File: config.mk
export PLATFORM = sky130hd
export DESIGN_NAME = der_integer_tlv_decoder
export DESIGN_NICKNAME = d
export VERILOG_FILES = /design/src/rtl/dertlv_pkg.sv /design/src/rtl/dertlv_front.sv /design/src/rtl/dertlv_queue.sv /design/src/rtl/dertlv_back.sv /design/src/rtl/der_integer_tlv_decoder.sv
export SDC_FILE = /design/constraint.sdc
export NUM_CORES = 1
export LEC_CHECK = 0
export BUFFER_PORTS_ARGS = -buffer_cell sky130_fd_sc_hd__buf_2
export CORE_ASPECT_RATIO = 1.75
export CORE_MARGIN = 4
export CORE_UTILIZATION = 62
export CTS_CLUSTER_SIZE = 28
export DETAILED_ROUTE_END_ITERATION = 6
export GPL_TIMING_DRIVEN = 0
export PLACE_DENSITY = 0.85
export SYNTH_ARGS = -nofsm -noshare
export SYNTH_HDL_FRONTEND = slang
export SYNTH_SLANG_ARGS = --single-unit
export TNS_END_PERCENT = 1
File: constraint.sdc
create_clock -name clk -period 15.3 [get_ports clk]
set_input_delay 1.53 -clock clk [delete_from_list [all_inputs] [get_ports clk]]
set_output_delay 1.53 -clock clk [all_outputs]
set_load 0.1 [all_outputs]
File: src/rtl/dertlv_pkg.sv
package dertlv_pkg;

  // Parse phase of the front end
  typedef enum logic [1:0] {
    PH_TAG,
    PH_LEN,
    PH_LONG,
    PH_CONTENT
  } phase_t;

  // What the back end does with a byte
  typedef enum logic [1:0] {
    CMD_TAG,
    CMD_HDR,
    CMD_FIRST,
    CMD_NEXT
  } cmd_kind_t;

  localparam logic [7:0] LONG_FORM_BIT   = 8'h80;
  localparam logic [7:0] LONG_COUNT_MASK = 8'h7f;

  localparam logic [1:0] ST_LONG_CONTENT = 2'b01;
  localparam logic [1:0] ST_BAD_LENGTH   = 2'b10;

  localparam int OUT_LEN_W   = 32;
  localparam int QUEUE_DEPTH = 2;

  // Register index, taken from paddr[2]
  localparam logic REG_SIGNED_MODE = 1'b0;

  typedef struct packed {
    cmd_kind_t             kind;
    logic [7:0]            data;
    logic                  last;
    logic [1:0]            status;
    logic [OUT_LEN_W-1:0]  length;
  } cmd_t;

endpackage

File: src/rtl/dertlv_front.sv
module dertlv_front #(
  parameter int LEN_WIDTH   = 32,
  parameter int VALUE_WIDTH = 64
) (
  input  logic              clk,
  input  logic              rst_n,
  input  logic              in_fire,
  input  logic [7:0]        in_byte,
  output dertlv_pkg::cmd_t  cmd
);

  localparam int MAX_LEN_BYTES = LEN_WIDTH / 8;
  localparam int MAX_VAL_BYTES = VALUE_WIDTH / 8;

  dertlv_pkg::phase_t   phase_r, phase_nxt;
  logic [6:0]           left_r, left_nxt;
  logic [LEN_WIDTH-1:0] len_r, len_nxt;
  logic [LEN_WIDTH-1:0] cnt_r, cnt_nxt;
  logic [1:0]           err_r, err_nxt;
  logic                 first_r, first_nxt;

  logic                 len_done;
  logic [LEN_WIDTH-1:0] len_final;
  logic [6:0]           left_dec;

  always_ff @(posedge clk) begin
    if (!rst_n) begin
      phase_r <= dertlv_pkg::PH_TAG;
      left_r  <= '0;
      len_r   <= '0;
      cnt_r   <= '0;
      err_r   <= '0;
      first_r <= 1'b1;
    end else if (in_fire) begin
      phase_r <= phase_nxt;
      left_r  <= left_nxt;
      len_r   <= len_nxt;
      cnt_r   <= cnt_nxt;
      err_r   <= err_nxt;
      first_r <= first_nxt;
    end
  end

  always_comb begin
    phase_nxt  = phase_r;
    left_nxt   = left_r;
    len_nxt    = len_r;
    cnt_nxt    = cnt_r;
    err_nxt    = err_r;
    first_nxt  = first_r;
    len_done   = 1'b0;
    len_final  = '0;
    left_dec   = left_r - 7'd1;
    cmd.kind   = dertlv_pkg::CMD_HDR;
    cmd.data   = in_byte;
    cmd.last   = 1'b0;

    case (phase_r)
      dertlv_pkg::PH_TAG: begin
        cmd.kind  = dertlv_pkg::CMD_TAG;
        err_nxt   = '0;
        len_nxt   = '0;
        first_nxt = 1'b1;
        phase_nxt = dertlv_pkg::PH_LEN;
      end
      dertlv_pkg::PH_LEN: begin
        if (in_byte < dertlv_pkg::LONG_FORM_BIT) begin
          len_final = LEN_WIDTH'(in_byte);
          len_done  = 1'b1;
        end else if (in_byte == dertlv_pkg::LONG_FORM_BIT) begin
          // indefinite form: flag and close with no content
          err_nxt   = err_r | dertlv_pkg::ST_BAD_LENGTH;
          len_done  = 1'b1;
        end else begin
          left_nxt = 7'(in_byte & dertlv_pkg::LONG_COUNT_MASK);
          if (left_nxt > 7'(MAX_LEN_BYTES)) begin
            err_nxt = err_r | dertlv_pkg::ST_BAD_LENGTH;
          end
          len_nxt   = '0;
          phase_nxt = dertlv_pkg::PH_LONG;
        end
      end
      dertlv_pkg::PH_LONG: begin
        len_final = (len_r << 8) | LEN_WIDTH'(in_byte);
        len_nxt   = len_final;
        left_nxt  = left_dec;
        if (left_dec == 7'd0) begin
          len_done = 1'b1;
        end
      end
      dertlv_pkg::PH_CONTENT: begin
        cmd.kind  = first_r ? dertlv_pkg::CMD_FIRST : dertlv_pkg::CMD_NEXT;
        first_nxt = 1'b0;
        cnt_nxt   = cnt_r - LEN_WIDTH'(1);
        if (cnt_r == LEN_WIDTH'(1)) begin
          cmd.last  = 1'b1;
          first_nxt = 1'b1;
          phase_nxt = dertlv_pkg::PH_TAG;
        end
      end
      default: begin
        phase_nxt = dertlv_pkg::PH_TAG;
      end
    endcase

    if (len_done) begin
      len_nxt   = len_final;
      first_nxt = 1'b1;
      if (len_final == '0) begin
        cmd.last  = 1'b1;
        phase_nxt = dertlv_pkg::PH_TAG;
      end else begin
        if (len_final > LEN_WIDTH'(MAX_VAL_BYTES)) begin
          err_nxt = err_nxt | dertlv_pkg::ST_LONG_CONTENT;
        end
        cnt_nxt   = len_final;
        phase_nxt = dertlv_pkg::PH_CONTENT;
      end
    end

    cmd.status = err_nxt;
    cmd.length = dertlv_pkg::OUT_LEN_W'(len_nxt);
  end

endmodule

File: src/rtl/dertlv_queue.sv
module dertlv_queue (
  input  logic              clk,
  input  logic              rst_n,
  input  logic              push,
  input  dertlv_pkg::cmd_t  push_cmd,
  input  logic              pop,
  output dertlv_pkg::cmd_t  head_cmd,
  output logic              not_empty,
  output logic              full
);

  localparam int DEPTH = dertlv_pkg::QUEUE_DEPTH;
  localparam int PTR_W = (DEPTH > 1) ? $clog2(DEPTH) : 1;
  localparam int CNT_W = $clog2(DEPTH + 1);

  dertlv_pkg::cmd_t   slot_r [DEPTH];
  logic [PTR_W-1:0]   wr_ptr_r, rd_ptr_r;
  logic [CNT_W-1:0]   count_r;

  function automatic logic [PTR_W-1:0] bump(input logic [PTR_W-1:0] p);
    return (p == PTR_W'(DEPTH - 1)) ? '0 : p + PTR_W'(1);
  endfunction

  assign not_empty = (count_r != '0);
  assign full      = (count_r == CNT_W'(DEPTH));
  assign head_cmd  = slot_r[rd_ptr_r];

  always_ff @(posedge clk) begin
    if (push) begin
      slot_r[wr_ptr_r] <= push_cmd;
    end
  end

  always_ff @(posedge clk) begin
    if (!rst_n) begin
      wr_ptr_r <= '0;
      rd_ptr_r <= '0;
      count_r  <= '0;
    end else begin
      if (push) begin
        wr_ptr_r <= bump(wr_ptr_r);
      end
      if (pop) begin
        rd_ptr_r <= bump(rd_ptr_r);
      end
      if (push && !pop) begin
        count_r <= count_r + CNT_W'(1);
      end else if (pop && !push) begin
        count_r <= count_r - CNT_W'(1);
      end
    end
  end

endmodule

File: src/rtl/dertlv_back.sv
module dertlv_back #(
  parameter int VALUE_WIDTH = 64
) (
  input  logic                               clk,
  input  logic                               rst_n,
  input  logic                               signed_mode,
  input  logic                               cmd_valid,
  input  dertlv_pkg::cmd_t                   cmd,
  output logic                               pop,
  input  logic                               out_tready,
  output logic                               out_tvalid,
  output logic [7:0]                         out_tag,
  output logic [63:0]                        out_value,
  output logic [dertlv_pkg::OUT_LEN_W-1:0]   out_length,
  output logic [1:0]                         out_status
);

  localparam logic [VALUE_WIDTH-1:0] VAL_ONES = {VALUE_WIDTH{1'b1}};

  logic [VALUE_WIDTH-1:0] acc_r, acc_nxt, base;
  logic [7:0]             tag_r;
  logic                   out_valid_r;
  logic                   out_free;
  logic [63:0]            ext;

  assign out_free   = !out_valid_r || out_tready;
  assign pop        = cmd_valid && (!cmd.last || out_free);
  assign out_tvalid = out_valid_r;

  always_comb begin
    acc_nxt = acc_r;
    base    = (signed_mode && cmd.data[7]) ? VAL_ONES : '0;
    case (cmd.kind)
      dertlv_pkg::CMD_TAG:   acc_nxt = '0;
      dertlv_pkg::CMD_HDR:   acc_nxt = acc_r;
      dertlv_pkg::CMD_FIRST: acc_nxt = (base << 8) | VALUE_WIDTH'(cmd.data);
      dertlv_pkg::CMD_NEXT:  acc_nxt = (acc_r << 8) | VALUE_WIDTH'(cmd.data);
      default:               acc_nxt = acc_r;
    endcase
    ext = 64'(acc_nxt);
    if (signed_mode && acc_nxt[VALUE_WIDTH-1]) begin
      ext = ext | ~64'(VAL_ONES);
    end
  end

  always_ff @(posedge clk) begin
    if (!rst_n) begin
      acc_r <= '0;
      tag_r <= '0;
    end else if (pop) begin
      acc_r <= acc_nxt;
      if (cmd.kind == dertlv_pkg::CMD_TAG) begin
        tag_r <= cmd.data;
      end
    end
  end

  always_ff @(posedge clk) begin
    if (!rst_n) begin
      out_valid_r <= 1'b0;
    end else if (pop && cmd.last) begin
      out_valid_r <= 1'b1;
    end else if (out_tready) begin
      out_valid_r <= 1'b0;
    end
  end

  always_ff @(posedge clk) begin
    if (pop && cmd.last) begin
      out_tag    <= tag_r;
      out_value  <= ext;
      out_length <= cmd.length;
      out_status <= cmd.status;
    end
  end

endmodule

File: src/rtl/der_integer_tlv_decoder.sv
// DER integer TLV decoder.
// in_*  : byte stream, one DER byte per beat in in_tdata. Each element is a
//         tag byte, a short or long form length, then big-endian content.
// out_* : one beat per finished element. out_tdata from bit 0 up: tag_byte
//         [7:0], value [71:8] (64-bit two's complement), content_length
//         [103:72], status [105:104] (bit 0 content over VALUE_WIDTH/8
//         bytes, bit 1 bad length form), zero pad [111:106].
// cfg_* : APB register at address 0, bit 0 signed_mode (reset 1): 1 sign-
//         extends the content, 0 zero-extends it. pready is tied high.
// Throughput: one byte per cycle while the queue has room, set by the front
// parser, which decides the role of each byte combinationally. Path: the
// result for the byte that closes an element passes the command queue and
// then the result register before out_tvalid rises; it is later while
// earlier commands are still queued or the previous result is not taken.
// Reset: the parser waits for a tag byte, the queue and result are empty.
// Receiver stall: the result register holds; bytes that do not close an
// element keep draining, and the two-entry queue fills before in_tready drops.
module der_integer_tlv_decoder #(
  parameter int LEN_WIDTH   = 32,
  parameter int VALUE_WIDTH = 64
) (
  input  logic         clk,
  input  logic         rst_n,
  // in_tdata: in_byte [7:0]
  input  logic         in_tvalid,
  output logic         in_tready,
  input  logic [7:0]   in_tdata,
  // out_tdata: tag_byte [7:0], value [71:8], content_length [103:72],
  //            status [105:104], zero [111:106]
  output logic         out_tvalid,
  input  logic         out_tready,
  output logic [111:0] out_tdata,
  input  logic         cfg_psel,
  input  logic         cfg_penable,
  input  logic         cfg_pwrite,
  input  logic [2:0]   cfg_paddr,
  input  logic [31:0]  cfg_pwdata,
  output logic [31:0]  cfg_prdata,
  output logic         cfg_pready
);

  logic               signed_mode_r;
  logic               in_fire;
  logic               q_full, q_not_empty, q_pop;
  dertlv_pkg::cmd_t   front_cmd, head_cmd;
  logic [7:0]         res_tag;
  logic [63:0]        res_value;
  logic [dertlv_pkg::OUT_LEN_W-1:0] res_length;
  logic [1:0]         res_status;

  // Config register; only paddr[2] selects, so the low bits alias
  assign cfg_pready = 1'b1;
  assign cfg_prdata = (cfg_paddr[2] == dertlv_pkg::REG_SIGNED_MODE) ?
                      {31'd0, signed_mode_r} : 32'd0;

  always_ff @(posedge clk) begin
    if (!rst_n) begin
      signed_mode_r <= 1'b1;
    end else if (cfg_psel && cfg_penable && cfg_pwrite && cfg_pready &&
                 cfg_paddr[2] == dertlv_pkg::REG_SIGNED_MODE) begin
      signed_mode_r <= cfg_pwdata[0];
    end
  end

  // Accept a byte whenever the queue has room
  assign in_tready = !q_full;
  assign in_fire   = in_tvalid && in_tready;

  dertlv_front #(
    .LEN_WIDTH   (LEN_WIDTH),
    .VALUE_WIDTH (VALUE_WIDTH)
  ) u_front (
    .clk     (clk),
    .rst_n   (rst_n),
    .in_fire (in_fire),
    .in_byte (in_tdata),
    .cmd     (front_cmd)
  );

  dertlv_queue u_queue (
    .clk       (clk),
    .rst_n     (rst_n),
    .push      (in_fire),
    .push_cmd  (front_cmd),
    .pop       (q_pop),
    .head_cmd  (head_cmd),
    .not_empty (q_not_empty),
    .full      (q_full)
  );

  dertlv_back #(
    .VALUE_WIDTH (VALUE_WIDTH)
  ) u_back (
    .clk         (clk),
    .rst_n       (rst_n),
    .signed_mode (signed_mode_r),
    .cmd_valid   (q_not_empty),
    .cmd         (head_cmd),
    .pop         (q_pop),
    .out_tready  (out_tready),
    .out_tvalid  (out_tvalid),
    .out_tag     (res_tag),
    .out_value   (res_value),
    .out_length  (res_length),
    .out_status  (res_status)
  );

  assign out_tdata = {6'd0, res_status, res_length, res_value, res_tag};

  // A new result only follows a closing command taken from the queue
  assert property (@(posedge clk) disable iff (!rst_n)
    $rose(out_tvalid) |-> $past(q_pop && head_cmd.last))
    else $error("result raised without a closing command");

  // Empty content always decodes to zero
  assert property (@(posedge clk) disable iff (!rst_n)
    (out_tvalid && res_length == '0) |-> (res_value == 64'd0))
    else $error("empty element with nonzero value");

  // Overlong flag agrees with the reported length
  assert property (@(posedge clk) disable iff (!rst_n)
    (out_tvalid && res_status[0] && LEN_WIDTH <= 32) |->
      (res_length > dertlv_pkg::OUT_LEN_W'(VALUE_WIDTH / 8)))
    else $error("overlong flag with short content");

endmodule

* Word-level counts from Yosys, hierarchy flattened
Memories as Yosys holds them, arrays and structs flattened. A register that Yosys moved wholly into a read port is not among the register bits.
Cells that the tools add are included.
** Storage, ports and cells
- Register bits after elaboration :: 260
- Latch bits :: 0
- Bits in writable memories :: 90
- Bits in read-only memories :: 0
- Input port bits :: 50
- Output and inout port bits :: 147
- Logic and storage cells :: 125
- Memories kept :: 1
** Operators by class
- Add/sub/neg operators :: 6
- Multiply operators :: 0
- Div/mod/pow operators :: 0
- $lt $le $gt $ge :: 3
- Eq/ne operators :: 14
- Shifts and indexed selects :: 0
- Muxes and demuxes :: 50
- Bitwise gates (word level) :: 4
- Reductions and logical operators :: 30
** Memories
- u_queue.slot_r :: depth 2, bits a word 45, read ports 1, clocked after Yosys merged registers in 1, wr ports 1, line dertlv_queue.sv:16 : dertlv_pkg::cmd_t slot_r [DEPTH];
** Operator list (count)
- $pmux 64 s4 :: 1
- $mux 32 :: 6
- $or 64x8->64 :: 2
- $pmux 32 s3 :: 1
- $pmux 32 s2 :: 1
- $mux 56 :: 1
- $eq 32x1->1 const B :: 1
- $gt 32x4->1 const B :: 1
- $logic_not 32->1 :: 1
- $or 32x8->32 :: 1
- $sub 32x1->32 const B :: 1
- $mux 1 :: 21
- $mux 2 :: 10
- $mux 7 :: 2
- $pmux 7 s2 :: 1
- $eq 2x2->1 const B :: 5
- $logic_and 1x1->1 :: 9
- $eq 8x8->1 const B :: 1
- $lt 8x8->1 const B :: 1
- $mux 8 :: 1
- $pmux 2 s2 :: 2
- $reduce_bool 2->1 :: 4
- $gt 7x3->1 const B :: 1
- $logic_not 7->1 :: 1
- 19 further kinds :: 31

* Logic depth before layout (Yosys ltp)
- Depth in word-level cells :: 8
- Mapped depth :: 11

* Hierarchy
Synthesis repeated with hierarchy kept, for this count alone.
** Unflattened totals
- Cells, all modules :: 1335
- Area total of the unflattened synthesis :: 15746.4 um^2
** By module, submodules not included
- dertlv_back :: times used 1, cells an instance 592, area each 7312.0 um^2, sequential area each 4644.5 um^2
- dertlv_front :: times used 1, cells an instance 533, area each 4578.1 um^2, sequential area each 1521.5 um^2
- dertlv_queue :: times used 1, cells an instance 162, area each 3480.8 um^2, sequential area each 2802.7 um^2
- der_integer_tlv_decoder :: times used 1, cells an instance 48, area each 375.4 um^2, sequential area each 20.0 um^2

* Worst setup path after synthesis
Ideal clock, no wire load.
- Path type :: in2reg
- From :: in out_tready
- To :: reg u_back.out_length[0] (netlist name) (enable)
- Setup time :: 0.572 ns
- Arrival :: 6.493 ns
- Required time :: 14.728 ns
- Setup slack :: 8.235 ns
- Cell stages on the path :: 5
- Buffers on the path :: 1
- Path through :: nand2b_1 > o22a_1 > inv_1 > clkbuf_1 > nor2_1
** Between the ends
- Cells in the longest elaborated chain, start to end :: 4
** RTL lines
- from (decl) :: line der_integer_tlv_decoder.sv:31 : input logic out_tready,
- $logic_or 1x1->1 :: line dertlv_back.sv:26 : assign out_free = !out_valid_r || out_tready;
- $logic_or 1x1->1 :: line dertlv_back.sv:27 : assign pop = cmd_valid && (!cmd.last || out_free);
- $logic_and 1x1->1 :: line dertlv_back.sv:27
- $logic_and 1x1->1 :: line dertlv_back.sv:69 : if (pop && cmd.last) begin
- to (signal assigned) :: line dertlv_back.sv:72 : out_length <= cmd.length;
- to (decl) :: line dertlv_back.sv:14 : output logic [dertlv_pkg::OUT_LEN_W-1:0] out_length,
No other way between the ends.
A chain may end at the register's enable or synchronous reset.

==> impl_metrics.toml <==
[status]
status = "complete, no violations"

[placement]
dpl_cell_area_um2 = 16110
globalplace.congestion = 0.9805
dp_hpwl_um = 28650
port_buffers = 124

[setup_path]
critical_path.max_fanout = 10
startpoint_type = "input pin"
crit_path_end_kind = "flop"
worstPathRequired_ns = 15.71
critPathKind = "input pin to flop"
cp.arrival_ns = 4.22
r2r_cells = 10

[layout]
area_delta_synth_final_pct = 15.20
drive_gt1_share_pct = 18.47
antenna_cells = 0
nNetsFinal = 1648
final_common_cell = "nand2_1"
stdcell_area_um2 = 17140
nFillCells = 1578
layout_common_cells = "nand2_1, edfxtp_1, dfxtp_1"

[clock_network]
ctsLongestPathBuffers = 3
cts_setup_buffers = 0
cts_resized = 0
cts_max_level = 1
cts_inserted_buffers = 30
cts_tree = "done"
path_clk_slew_ns = 0.07
clock-sinks = 351
insertion_delay_ns = 0.56
clockRootBuffer = "clkbuf_16"
cts_hold_buf = 0

[synthesis]
synth_adder_area_share_pct = 0.7569
seq_area_frac_synth_pct = 60.42
ys_ff_latch = 351
ys_types = 64
netlist_top_cells_area = "edfxtp_1, dfxtp_1, nand2_1"
yosysTopAreaCellShare_pct = 39.56
synth_top_family_by_area = "compound AO/OA/AOI/OAI gates"
synth-simple-area-share_pct = 13.77
synthMuxAreaShare_pct = 3.860
synth_flop_cell = "edfxtp_1"
synth_edf_count = 196
syn-instance-count = 1393
synth_compound_area_share_pct = 15.42
synth_xor_area_share_pct = 0.4121
netlist_area_um2 = 14880
synth_top_area_cell = "edfxtp_1"
syn_area_per_cell_um2 = 10.68
yosys_warnings = 0
async_flop_share_pct = 0

[detailed_routing]
drc = 0
wl_per_cell_um = 20.97
antenna_left = 0
drt_wl_total_um = 40190
vias = 11960
drt-pass1-iter-count = 6
drt_iter0_drc = 1251
avgViaCountPerCell = 6.238

[pwr]
power_density_nw_per_um2 = 220.9
p_leak_nw = 6.294
worst_ir_drop_vdd_v = 0.0001332

[timing]
hold_viol_final = 0
period_share_pct = 24.90
holdWs_ns = 0.4451
slew_headroom_pct = 29.02
finalSetupViolCount = 0
finClkSkew_ns = 0.01490
worstMarginPinSlew_ns = 1.062
period_minus_slack_ns = 3.809
slew_violations = 0
rsz0062_at_grt = "no"
max_freq_mhz = 262.5
fin_tns_setup_ns = 0

[die]
row_count = 74
ioPinCount = 197
die_h_um = 212.9
core_um2 = 23520
die_area_um2 = 26640
initial_core_util_pct = 63.26
die_w_um = 125.1

[global_route]
grt_max_degree = 38
overflow = 0
antenna_found_initial = 0
grt_pass1_wl_um = 62060
grt_pass1_vias = 11650
grt_usage_pct = 29.10

[flow_run]
cap_violations = 0

[min_path]
worstHoldPathCells = 0
hold_class = "flop to flop"
## power breakdown
part	total, W	internal (W)	switching [W]
Clock	0.000785	0.000446	0.000339
Combinational	0.00161	0.000325	0.00129
Sequential	0.00139	0.00128	0.000106
## path summary, 6_finish.rpt
check | from | endpoint | slack, ns
worst max-delay path | in_tdata[5] | u_queue.slot_r[1][9] | 11.49
worst max register to register | u_front.phase_r[1] | u_queue.slot_r[1][9] | 12.00
worst min-delay path | u_back.tag_r[0] | u_back.out_tag[0] | 0.45
worst min register to register | u_back.tag_r[0] | u_back.out_tag[0] | 0.45
## kinds of logic (layout without fill, tap and decap cells)
logic type / after synthesis / count (layout)
flip-flops: 351 / 351
multiplexers: 53 / 53
XOR/XNOR: 7 / 7
AO/OA/AOI/OAI: 362 / 362
buffers and inverters: 157 / 341
other: 2 / 38
AND/OR/NAND/NOR: 452 / 452
adder cells (fa/ha/maj): 9 / 9
## Yosys cell counts (9+ instances only)
| library cell | instances |
|---|---|
| nand2_1 | 219 |
| edfxtp_1 | 196 |
| dfxtp_1 | 155 |
| o21ai_0 | 127 |
| a21oi_1 | 94 |
| nor3_1 | 84 |
| clkbuf_1 | 66 |
| nor2_1 | 59 |
| a22o_1 | 49 |
| buf_4 | 43 |
| mux2_2 | 35 |
| nand3_1 | 27 |
| a31oi_1 | 20 |
| mux2i_1 | 18 |
| inv_1 | 17 |
| or3_1 | 16 |
| buf_2 | 15 |
| nor4_1 | 13 |
| a211oi_1 | 12 |
| buf_1 | 12 |
| a32o_1 | 9 |
| ha_1 | 9 |
| o21ba_2 | 9 |
## worst max-delay path: stages
cell     delay (ns)
buf_2          0.24
nor4_2         0.11
a31oi_1        0.76
a21oi_2        0.26
a21oi_1        0.52
buf_4          0.28
buf_6          0.16
buf_4          0.17
a22o_1         0.17
## through the flow
| stage | util [%] | power [W] | cells | setup slack [ns] |
|---|---|---|---|---|
| floorplan | - | 0.002640 | 1429 | 8.235 |
| global placement | 68.09 | 0.002950 | 1857 | 6.482 |
| detailed placement | 68.50 | 0.002985 | 1861 | 11.13 |
| CTS | 72.88 | 0.003770 | 1917 | 11.58 |
| global route | 72.88 | 0.003929 | 1917 | 11.45 |
| finish | 72.88 | 0.003785 | 1917 | 11.49 |
## state kept, by name, indices dropped and copies added (netlist names), 7 cells and up, named ones only
name / count
u_back.out_length: 32
u_back.tag_r: 8
u_back.out_value: 64
u_back.acc_r: 64
u_back.out_tag: 8
u_front.left_r: 7
u_front.len_r: 32
u_front.cnt_r: 32
u_queue.slot_r: 90
## metal layers
metal / vias up / routed length (um) / share of wire (%) / track usage, %
met3: 208 / 2676 / 6.7 / 3.605
met5: - / 0 / 0 / 0
met2: 724 / 21420 / 53 / 54.67
li1: 5401 / - / - / -
met1: 5625 / 13350 / 33 / 30.30
met4: 0 / 2741 / 6.8 / 19.01
## cell type report
type	instances	area (um^2)	share of cell area [%]
clock inverters	11	120.1	0.7008
inverters	18	67.56	0.3942
plain buffers	139	724.4	4.227
well taps	304	380.4	2.219
repair buffers	128	700.7	4.088
flip-flops and latches	351	8989	52.45
multi-input cells	921	5249	30.62
clock buffers	45	908.4	5.300
Note: power is estimated with default switching activity, not from simulation.
